<file path="src/rtl/mrl_pkg.sv">
package mrl_pkg;

   localparam int IDENT_W = 16;
   localparam int RANK_W  = 4;

endpackage

</file>
<file path="src/rtl/mru_recency_list.sv">
// Most-recently-used list of identifiers, held in a ring of LIST_DEPTH slots with a pointer to
// the newest slot. Each transaction on req_ searches the slots from slot 0 upward for req_ident
// and takes the first match. On a hit the newer entries slide down one place, the identifier
// becomes newest and rsp_hit_rank gives its recency rank (low 4 bits). On a miss the pointer
// advances and the oldest entry is replaced and returned on rsp_evicted_ident. After reset
// every slot holds identifier 0. One transaction is in work at a time, and req_ready is high
// only while the block is idle. All work goes through a list memory with one read port and one
// write port and a single comparator: the search stops at the first match, a hit then slides
// the newer entries down one by one, a miss reads and replaces the oldest entry, and then the
// result is handed to the rsp_ register, which waits while an earlier response is still not
// taken. The next transaction is taken in the idle cycle after that.
module mru_recency_list #(
   parameter int LIST_DEPTH = 16
) (
   input  logic                         clock,
   input  logic                         reset,
   input  logic                         req_valid,
   output logic                         req_ready,
   input  logic [mrl_pkg::IDENT_W-1:0]  req_ident,
   output logic                         rsp_valid,
   input  logic                         rsp_ready,
   output logic                         rsp_hit,
   output logic [mrl_pkg::RANK_W-1:0]   rsp_hit_rank,
   output logic [mrl_pkg::IDENT_W-1:0]  rsp_evicted_ident
);

   localparam int IDX_W = $clog2(LIST_DEPTH);
   localparam logic [IDX_W-1:0] LAST_SLOT = IDX_W'(LIST_DEPTH - 1);

   typedef enum logic [2:0] {
      ST_IDLE,
      ST_SCAN,
      ST_SHIFT_RD,
      ST_SHIFT_WR,
      ST_EVICT_RD,
      ST_EVICT_WR,
      ST_RESP
   } state_type;

   function automatic logic [IDX_W-1:0] ring_next(input logic [IDX_W-1:0] slot);
      return (slot == LAST_SLOT) ? '0 : slot + 1'b1;
   endfunction

   // list memory, valid bits stand in for the clear to zero at reset
   logic [mrl_pkg::IDENT_W-1:0] mem [LIST_DEPTH];
   logic [LIST_DEPTH-1:0]       slot_valid_ff;
   logic [mrl_pkg::IDENT_W-1:0] rd_data_ff;
   logic                        rd_valid_ff;
   logic [IDX_W-1:0]            rd_addr;
   logic                        wr_en;
   logic [IDX_W-1:0]            wr_addr;
   logic [mrl_pkg::IDENT_W-1:0] wr_data;
   logic [mrl_pkg::IDENT_W-1:0] entry;

   state_type                   state_ff, state_in;
   logic [mrl_pkg::IDENT_W-1:0] ident_ff, ident_in;
   logic [IDX_W-1:0]            newest_ff, newest_in;
   logic [IDX_W-1:0]            scan_ff, scan_in;
   logic [IDX_W-1:0]            cmp_slot_ff, cmp_slot_in;
   logic                        cmp_pending_ff, cmp_pending_in;
   logic [IDX_W-1:0]            pos_ff, pos_in;
   logic                        hit_ff, hit_in;
   logic [mrl_pkg::RANK_W-1:0]  rank_ff, rank_in;
   logic [mrl_pkg::IDENT_W-1:0] evict_ff, evict_in;
   logic                        rsp_valid_ff, rsp_valid_in;
   logic                        rsp_hit_ff, rsp_hit_in;
   logic [mrl_pkg::RANK_W-1:0]  rsp_rank_ff, rsp_rank_in;
   logic [mrl_pkg::IDENT_W-1:0] rsp_evict_ff, rsp_evict_in;
   logic [IDX_W:0]              rank_full;
   logic [31:0]                 rank_wide;

   assign entry = rd_valid_ff ? rd_data_ff : '0;

   // rank = (newest - slot) mod depth
   always_comb begin
      if (newest_ff >= cmp_slot_ff) begin
         rank_full = {1'b0, newest_ff} - {1'b0, cmp_slot_ff};
      end else begin
         rank_full = {1'b0, newest_ff} + (IDX_W+1)'(LIST_DEPTH) - {1'b0, cmp_slot_ff};
      end
      rank_wide = 32'(rank_full);
   end

   always_ff @(posedge clock) begin
      if (wr_en) begin
         mem[wr_addr] <= wr_data;
      end
      rd_data_ff <= mem[rd_addr];
   end

   always_ff @(posedge clock) begin
      if (reset) begin
         slot_valid_ff <= '0;
         rd_valid_ff   <= 1'b0;
      end else begin
         if (wr_en) begin
            slot_valid_ff[wr_addr] <= 1'b1;
         end
         rd_valid_ff <= slot_valid_ff[rd_addr] && !(wr_en && (wr_addr == rd_addr));
      end
   end

   always_comb begin
      state_in       = state_ff;
      ident_in       = ident_ff;
      newest_in      = newest_ff;
      scan_in        = scan_ff;
      cmp_slot_in    = cmp_slot_ff;
      cmp_pending_in = cmp_pending_ff;
      pos_in         = pos_ff;
      hit_in         = hit_ff;
      rank_in        = rank_ff;
      evict_in       = evict_ff;
      rsp_valid_in   = rsp_valid_ff && !rsp_ready;
      rsp_hit_in     = rsp_hit_ff;
      rsp_rank_in    = rsp_rank_ff;
      rsp_evict_in   = rsp_evict_ff;
      rd_addr        = scan_ff;
      wr_en          = 1'b0;
      wr_addr        = pos_ff;
      wr_data        = ident_ff;

      case (state_ff)
         ST_IDLE: begin
            if (req_valid) begin
               ident_in       = req_ident;
               scan_in        = '0;
               cmp_pending_in = 1'b0;
               state_in       = ST_SCAN;
            end
         end
         ST_SCAN: begin
            // read of one slot overlaps the compare of the slot before it
            rd_addr        = scan_ff;
            scan_in        = ring_next(scan_ff);
            cmp_slot_in    = scan_ff;
            cmp_pending_in = 1'b1;
            if (cmp_pending_ff && (entry == ident_ff)) begin
               hit_in   = 1'b1;
               rank_in  = rank_wide[mrl_pkg::RANK_W-1:0];
               evict_in = '0;
               pos_in   = cmp_slot_ff;
               state_in = ST_SHIFT_RD;
            end else if (cmp_pending_ff && (cmp_slot_ff == LAST_SLOT)) begin
               hit_in    = 1'b0;
               rank_in   = '0;
               newest_in = ring_next(newest_ff);
               pos_in    = ring_next(newest_ff);
               state_in  = ST_EVICT_RD;
            end
         end
         ST_SHIFT_RD: begin
            rd_addr = ring_next(pos_ff);
            if (pos_ff == newest_ff) begin
               wr_en    = 1'b1;
               wr_addr  = newest_ff;
               wr_data  = ident_ff;
               state_in = ST_RESP;
            end else begin
               state_in = ST_SHIFT_WR;
            end
         end
         ST_SHIFT_WR: begin
            wr_en    = 1'b1;
            wr_addr  = pos_ff;
            wr_data  = entry;
            pos_in   = ring_next(pos_ff);
            state_in = ST_SHIFT_RD;
         end
         ST_EVICT_RD: begin
            rd_addr  = pos_ff;
            state_in = ST_EVICT_WR;
         end
         ST_EVICT_WR: begin
            evict_in = entry;
            wr_en    = 1'b1;
            wr_addr  = pos_ff;
            wr_data  = ident_ff;
            state_in = ST_RESP;
         end
         ST_RESP: begin
            if (!rsp_valid_ff || rsp_ready) begin
               rsp_valid_in = 1'b1;
               rsp_hit_in   = hit_ff;
               rsp_rank_in  = rank_ff;
               rsp_evict_in = evict_ff;
               state_in     = ST_IDLE;
            end
         end
         default: begin
            state_in = ST_IDLE;
         end
      endcase
   end

   always_ff @(posedge clock) begin
      if (reset) begin
         state_ff       <= ST_IDLE;
         newest_ff      <= '0;
         cmp_pending_ff <= 1'b0;
         rsp_valid_ff   <= 1'b0;
      end else begin
         state_ff       <= state_in;
         newest_ff      <= newest_in;
         cmp_pending_ff <= cmp_pending_in;
         rsp_valid_ff   <= rsp_valid_in;
      end
      ident_ff     <= ident_in;
      scan_ff      <= scan_in;
      cmp_slot_ff  <= cmp_slot_in;
      pos_ff       <= pos_in;
      hit_ff       <= hit_in;
      rank_ff      <= rank_in;
      evict_ff     <= evict_in;
      rsp_hit_ff   <= rsp_hit_in;
      rsp_rank_ff  <= rsp_rank_in;
      rsp_evict_ff <= rsp_evict_in;
   end

   assign req_ready         = (state_ff == ST_IDLE);
   assign rsp_valid         = rsp_valid_ff;
   assign rsp_hit           = rsp_hit_ff;
   assign rsp_hit_rank      = rsp_rank_ff;
   assign rsp_evicted_ident = rsp_evict_ff;

endmodule
</file>
<file path="config.mk">
export PLATFORM = sky130hd
export DESIGN_NAME = mru_recency_list
export DESIGN_NICKNAME = d
export VERILOG_FILES = /design/src/rtl/mrl_pkg.sv /design/src/rtl/mru_recency_list.sv
export SDC_FILE = /design/constraint.sdc
export NUM_CORES = 1
export LEC_CHECK = 0
export BUFFER_PORTS_ARGS = -buffer_cell sky130_fd_sc_hd__buf_2
export CAP_MARGIN = 20
export CELL_PAD_IN_SITES_DETAIL_PLACEMENT = 1
export CELL_PAD_IN_SITES_GLOBAL_PLACEMENT = 1
export CORE_MARGIN = 5
export CORE_UTILIZATION = 48
export DETAILED_ROUTE_END_ITERATION = 10
export PLACE_DENSITY = 0.75
export SYNTH_ARGS = -nofsm -noshare
export SYNTH_HDL_FRONTEND = slang
export SYNTH_SLANG_ARGS = --single-unit
export TNS_END_PERCENT = 10
</file>
<file path="constraint.sdc">
create_clock -name clock -period 3.5 [get_ports clock]
set_input_delay 0.175 -clock clock [delete_from_list [all_inputs] [get_ports clock]]
set_output_delay 0.175 -clock clock [all_outputs]
set_load 0.05 [all_outputs]
</file>
* Word-level counts from Yosys, hierarchy flattened
Memory sizes are Yosys's and may differ from the RTL's. A register that Yosys moved wholly into a read port is not among the register bits.
Cells that the tools add are included.
** Storage, ports and cells
- Memory bits (writable) :: 256
- Bits of input ports :: 20
- Output and inout port bits :: 23
- Register bits after elaboration :: 96
- Latch bits :: 0
- Memories :: 1
- Logic and storage cells :: 107
- ROM bits :: 0
** Memories
- mem :: words 16, width 16, rd ports 1, clocked after Yosys merged registers in 1, write ports 1, RTL line mru_recency_list.sv:45 : logic [mrl_pkg::IDENT_W-1:0] mem [LIST_DEPTH];
** Cells by class
- Order comparisons :: 4
- Add/subtract/negate cells :: 6
- Divide/modulo/power cells :: 0
- Reductions and logical operators :: 24
- Multipliers :: 0
- Equality and inequality tests :: 17
- Multiplexer cells :: 37
- Bitwise operators :: 2
- Shift-type cells :: 0
** Operators by type and width (count)
- $mux 16 :: 3
- $mux 4 :: 11
- $pmux 16 s2 :: 1
- $pmux 4 s2 :: 3
- $pmux 3 s7 :: 1
- $add 4x1->4 const B :: 4
- $eq 16x16->1 :: 1
- $eq 4x4->1 const B :: 4
- $or 16x16->16 :: 1
- $mux 3 :: 5
- $reduce_and 2->1 :: 6
- $lt 4x5->1 const B :: 2
- $eq 3x3->1 const B :: 3
- $mux 1 :: 9
- $eq 4x4->1 :: 2
- $reduce_bool 2->1 :: 4
- $sub 4x4->4 :: 2
- $eq 3x2->1 const B :: 2
- $logic_and 1x1->1 :: 6
- $ne 2x2->1 const B :: 3
- $reduce_and 3->1 :: 2
- $bmux 1 s4 :: 1
- $demux 1 s4 :: 1
- $ge 4x1->1 const B :: 1
- 9 further kinds :: 12

* Logic depth before layout (Yosys ltp)
- Depth in word-level cells :: 8
- Depth in mapped cells :: 11
- Mapped depth without buffers :: 8

* Least setup slack after synthesis
Ideal clock, no wire load.
- Kind :: reg2reg
- Start point :: register ident_ff[3] in the netlist's numbering
- End point :: register evict_ff[0] in the netlist's numbering (enable)
- Clock period less this slack :: 3.363 ns
- Library setup time :: 0.414 ns
- Path buffers :: 1
- Data required time :: 3.086 ns
- Path slack :: 0.137 ns
- Cell stages (with the launch flop) :: 6
- Arrival :: 2.949 ns
- Cells stage by stage :: edfxtp_1 or4_1 o21ai_0 nand4_1 clkbuf_1 a211oi_1
** Between the ends
- Longest elaborated chain between the ends :: 4
** Ends and longest elaborated chain
- from (decl) :: RTL line mru_recency_list.sv:56 : logic [mrl_pkg::IDENT_W-1:0] ident_ff, ident_in;
- from (signal assigned) :: RTL line mru_recency_list.sv:208 : ident_ff <= ident_in;
- $eq 16x16->1 :: RTL line mru_recency_list.sv:138 : if (cmp_pending_ff && (entry == ident_ff)) begin
- $logic_and 1x1->1 :: RTL line mru_recency_list.sv:138
- $ne 2x2->1 (no line)
- $reduce_and 2->1 (no line)
- to (signal assigned) :: RTL line mru_recency_list.sv:214 : evict_ff <= evict_in;
- to (decl) :: RTL line mru_recency_list.sv:64 : logic [mrl_pkg::IDENT_W-1:0] evict_ff, evict_in;
No other way between the ends.
A chain may end at the register's enable or synchronous reset.

* Worst setup path in the final report
- Start point :: register pos_ff[0]
- End point :: register rd_data_ff[15] in the netlist's numbering, read port of mem
** Between the ends
- Longest elaborated chain between the ends :: 3
- Elaborated cells between the ends (all ways) :: 4
- Those cells by class :: add/sub (1); eq/ne (1); mux (2)
** Ends and longest elaborated chain
- from (decl) :: RTL line mru_recency_list.sv:61 : logic [IDX_W-1:0] pos_ff, pos_in;
- from (signal assigned) :: RTL line mru_recency_list.sv:211 : pos_ff <= pos_in;
- $add 4x1->4 or $eq 4x4->1 (tied branches) :: RTL line mru_recency_list.sv:41 : return (slot == LAST_SLOT) ? '0 : slot + 1'b1;
- $mux 4 :: RTL line mru_recency_list.sv:41
- $pmux 4 s2 * :: RTL line mru_recency_list.sv:123 : case (state_ff)
- to (decl) :: RTL line mru_recency_list.sv:47 : logic [mrl_pkg::IDENT_W-1:0] rd_data_ff;
Every way passes the cells marked *; elsewhere a longest branch is shown, timed or not.

==> flow_metrics.py <==
metrics = {
    "finish": {
        "post-route-util": 0.568,
        "diodes": 0,
        "fin_cells": 1488,
        "layout-drive-gt1-share": 0.222,
        "syn_to_final_growth_pct": 16.8,
        "num-nets-final": 1088,
    },
    "worst_setup_path": {
        "endpoint_kind": "register",
        "crit_path_end": "rd_data_ff[15]",
        "r2r-end": "rd_data_ff[15]",
        "cp-start-kind": "register",
        "worst-r2r-cell-count": 7,
        "criticalPathCategory": "register to register",
        "r2r-start": "pos_ff[0]",
        "worstPathArrival_ps": 3580,
        "critical_path.startpoint": "pos_ff[0]",
        "rrSetupSlack_ps": 330,
        "required_ps": 3910,
        "cp_max_fo": 16,
    },
    "place": {
        "dp_hpwl_um": 25200,
        "finalWeightedCongestion": 0.824,
        "dp.cells": 1399,
        "io_buffers": 42,
    },
    "synth": {
        "yosysSeqAreaShare": 0.717,
        "mappedNetlistNets": 968,
        "syn_area_mm2": 0.0148,
        "ys_seq_elements": 368,
        "netlist_top_cells_count": "edfxtp_1 (326), nand2_1 (82), mux2i_1 (73), nor2_1 (47), dfxtp_1 (42)",
        "synth_edf_count": 326,
        "yosysTopAreaCellShare": 0.660,
        "synthArstFlopShare": 0,
        "synth.avg_cell_area_um2": 15.8,
        "synth.top_cells.by_area": "edfxtp_1 (66%), dfxtp_1 (5.7%), mux2i_1 (4.9%), mux4_2 (4.9%), nand2_1 (2.1%)",
        "synth_ff_type": "edfxtp_1",
        "ys_warn_count": 0,
        "synth.most_common_cell": "edfxtp_1",
        "yosysTopAreaCell": "edfxtp_1",
        "syn_inst": 941,
        "ys_types": 67,
    },
    "global_routing": {
        "grt.total_usage": 0.231,
        "grt_max_degree": 39,
        "first_global_vias": 9767,
        "antenna_found_initial": 0,
        "gr-total-overflow": 0,
        "grt_first_pass_wirelength_um": 59700,
    },
    "status": {
        "status": "finished clean",
    },
    "floorplanning": {
        "initial_utilization": 0.486,
        "num_io_pins": 43,
        "rows": 64,
        "die_area_mm2": 0.0345,
        "die_y_um": 186,
        "die_w_um": 186,
        "core_mm2": 0.0305,
    },
    "timing": {
        "tns_ps": 0,
        "rsz0062_at_grt": "no",
        "worstMarginPinSlew_ps": 704,
        "clock_skew_ps": 15.1,
        "clock.fmax_mhz": 315,
        "maxSlewViolCount": 0,
        "setup_viol": 0,
        "fin_crit_ps": 3170,
        "hold_viol_final": 0,
        "finalCritPeriodShare": 0.907,
        "maxSlewHeadroom": 0.530,
    },
    "cts": {
        "cts_buffer_depth": 3,
        "insertion_delay_ps": 530,
        "cts_buffers": 39,
        "cts.clk_slew.worst_paths_ps": 60,
        "cts_resized": 0,
        "cts_setup_buffers": 0,
        "htree_levels": 2,
        "cts_tree": "yes",
        "clockRootBuffer": "clkbuf_16",
        "cts.hold.buffers_added": 17,
        "clock_sinks": 368,
    },
    "route": {
        "wl_um": 39300,
        "vias_per_cell": 6.01,
        "drt-initial-drc-count": 850,
        "drc": 0,
        "ant_nets": 0,
        "via_count": 8945,
        "wire_per_inst_um": 26.4,
        "drtPass1Iterations": 7,
    },
    "run": {
        "cap_viol_max_count": 0,
    },
    "worst_hold_path": {
        "hp-class": "primary input to register",
    },
    "power_and_ir_drop": {
        "leakagePower_nw": 5.99,
        "ir_worst_vdd_mv": 0.384,
        "p_per_area_mw_per_mm2": 620,
    },
}
-- cell families (layout without fill, tap and decap cells) --
family	count (synthesis)	count (layout)	synth area share
flops	368	368	0.717
simple gates	208	208	0.0662
compound gates	159	159	0.0738
mux	107	107	0.0994
buf+inv	72	223	0.0253
xor+xnor	20	20	0.0118
fa+ha+maj	7	7	0.00641
-- state kept, by name (all words and copies together) (netlist names), 3 cells and up --
register	flops
rsp_evicted_ident	16
scan_ff	4
pos_ff	4
newest_ff	4
slot_valid_ff	16
evict_ff	16
rsp_hit_rank	4
state_ff	3
rank_ff	4
rd_data_ff	16
ident_ff	16
cmp_slot_ff	4
mem	256
-- placed cells by master (no fill, tap or decap), types with 7 or more instances in the layout --
| cell type | count |
|---|---|
| nor2b_1 | 7 |
| clkinv_2 | 9 |
| a31oi_1 | 8 |
| buf_2 | 42 |
| dfxtp_1 | 42 |
| inv_1 | 22 |
| nand2_1 | 82 |
| xor2_1 | 9 |
| and3_1 | 18 |
| a21oi_1 | 18 |
| o21ai_0 | 31 |
| nor2_1 | 34 |
| o22ai_1 | 32 |
| dlygate4sd3_1 | 17 |
| xnor2_1 | 11 |
| nor3_1 | 8 |
| edfxtp_1 | 326 |
| a211oi_1 | 17 |
| clkbuf_16 | 40 |
| o21ba_2 | 9 |
| mux4_2 | 32 |
| buf_4 | 64 |
| nor2_2 | 14 |
| mux2i_1 | 73 |
| nand2b_1 | 10 |
| nand3_1 | 8 |
| clkbuf_1 | 10 |
-- worst min path at each step --
stage,start,end,slack [ps],depth (start not counted)
3_3_place_gp,req_ident[8],ident_ff[8],350,1
5_1_grt,reset,slot_valid_ff[7],130,2
3_5_place_dp,req_ident[12],ident_ff[12],350,1
2_1_floorplan,req_ident[0],ident_ff[0],270,0
4_1_cts,reset,slot_valid_ff[1],100,2
6_report,reset,slot_valid_ff[1],110,2
-- worst max-delay path, stage by stage, from the launching register on --
cell and delay [ps]:
edfxtp_1 560, ha_1 410, o22a_1 160, o211a_2 620, buf_4 360, mux4_2 540
a211oi_1 300, nand2_1 110
-- report_power, final --
group          internal [mW]  switching [mW]  leakage [nW]
sequential              4.96           0.277          3.24
combinational          0.671           0.867          2.14
clock                   2.29            1.67         0.609
total                   7.92            2.81          5.99
-- area by class of cell --
type / instances / area (um2)
Fill cell: 2853 / 13200
Sequential cell: 368 / 10600
Multi-Input combinational cell: 501 / 3900
Clock buffer: 55 / 1110
Timing Repair Buffer: 129 / 981
Tap cell: 396 / 495
Clock inverter: 17 / 119
Inverter: 22 / 82.6
-- routing by layer --
metal,routed length [um],part of all wire,GRT usage,up-vias
li1,-,-,-,3905
met1,16000,0.41,0.302,4585
met2,19400,0.49,0.389,361
met3,2420,0.061,0.0377,94
met4,1490,0.038,0.0924,0
met5,0,0,0,-
-- through the flow --
stage | total power, mW | cell area [um2] | worst slack [ps] | hold WS [ps]
6_report | 10.7 | 17300 | 326 | 106
3_5_place_dp | 6.82 | 15900 | 372 | 354
4_1_cts | 10.8 | 17300 | 308 | 95.4
5_1_grt | 11.1 | 17300 | 204 | 131
3_3_place_gp | 6.73 | 15900 | 501 | 353
2_1_floorplan | 6.26 | 14800 | 137 | 274
Note: power is estimated with default switching activity, not from simulation.
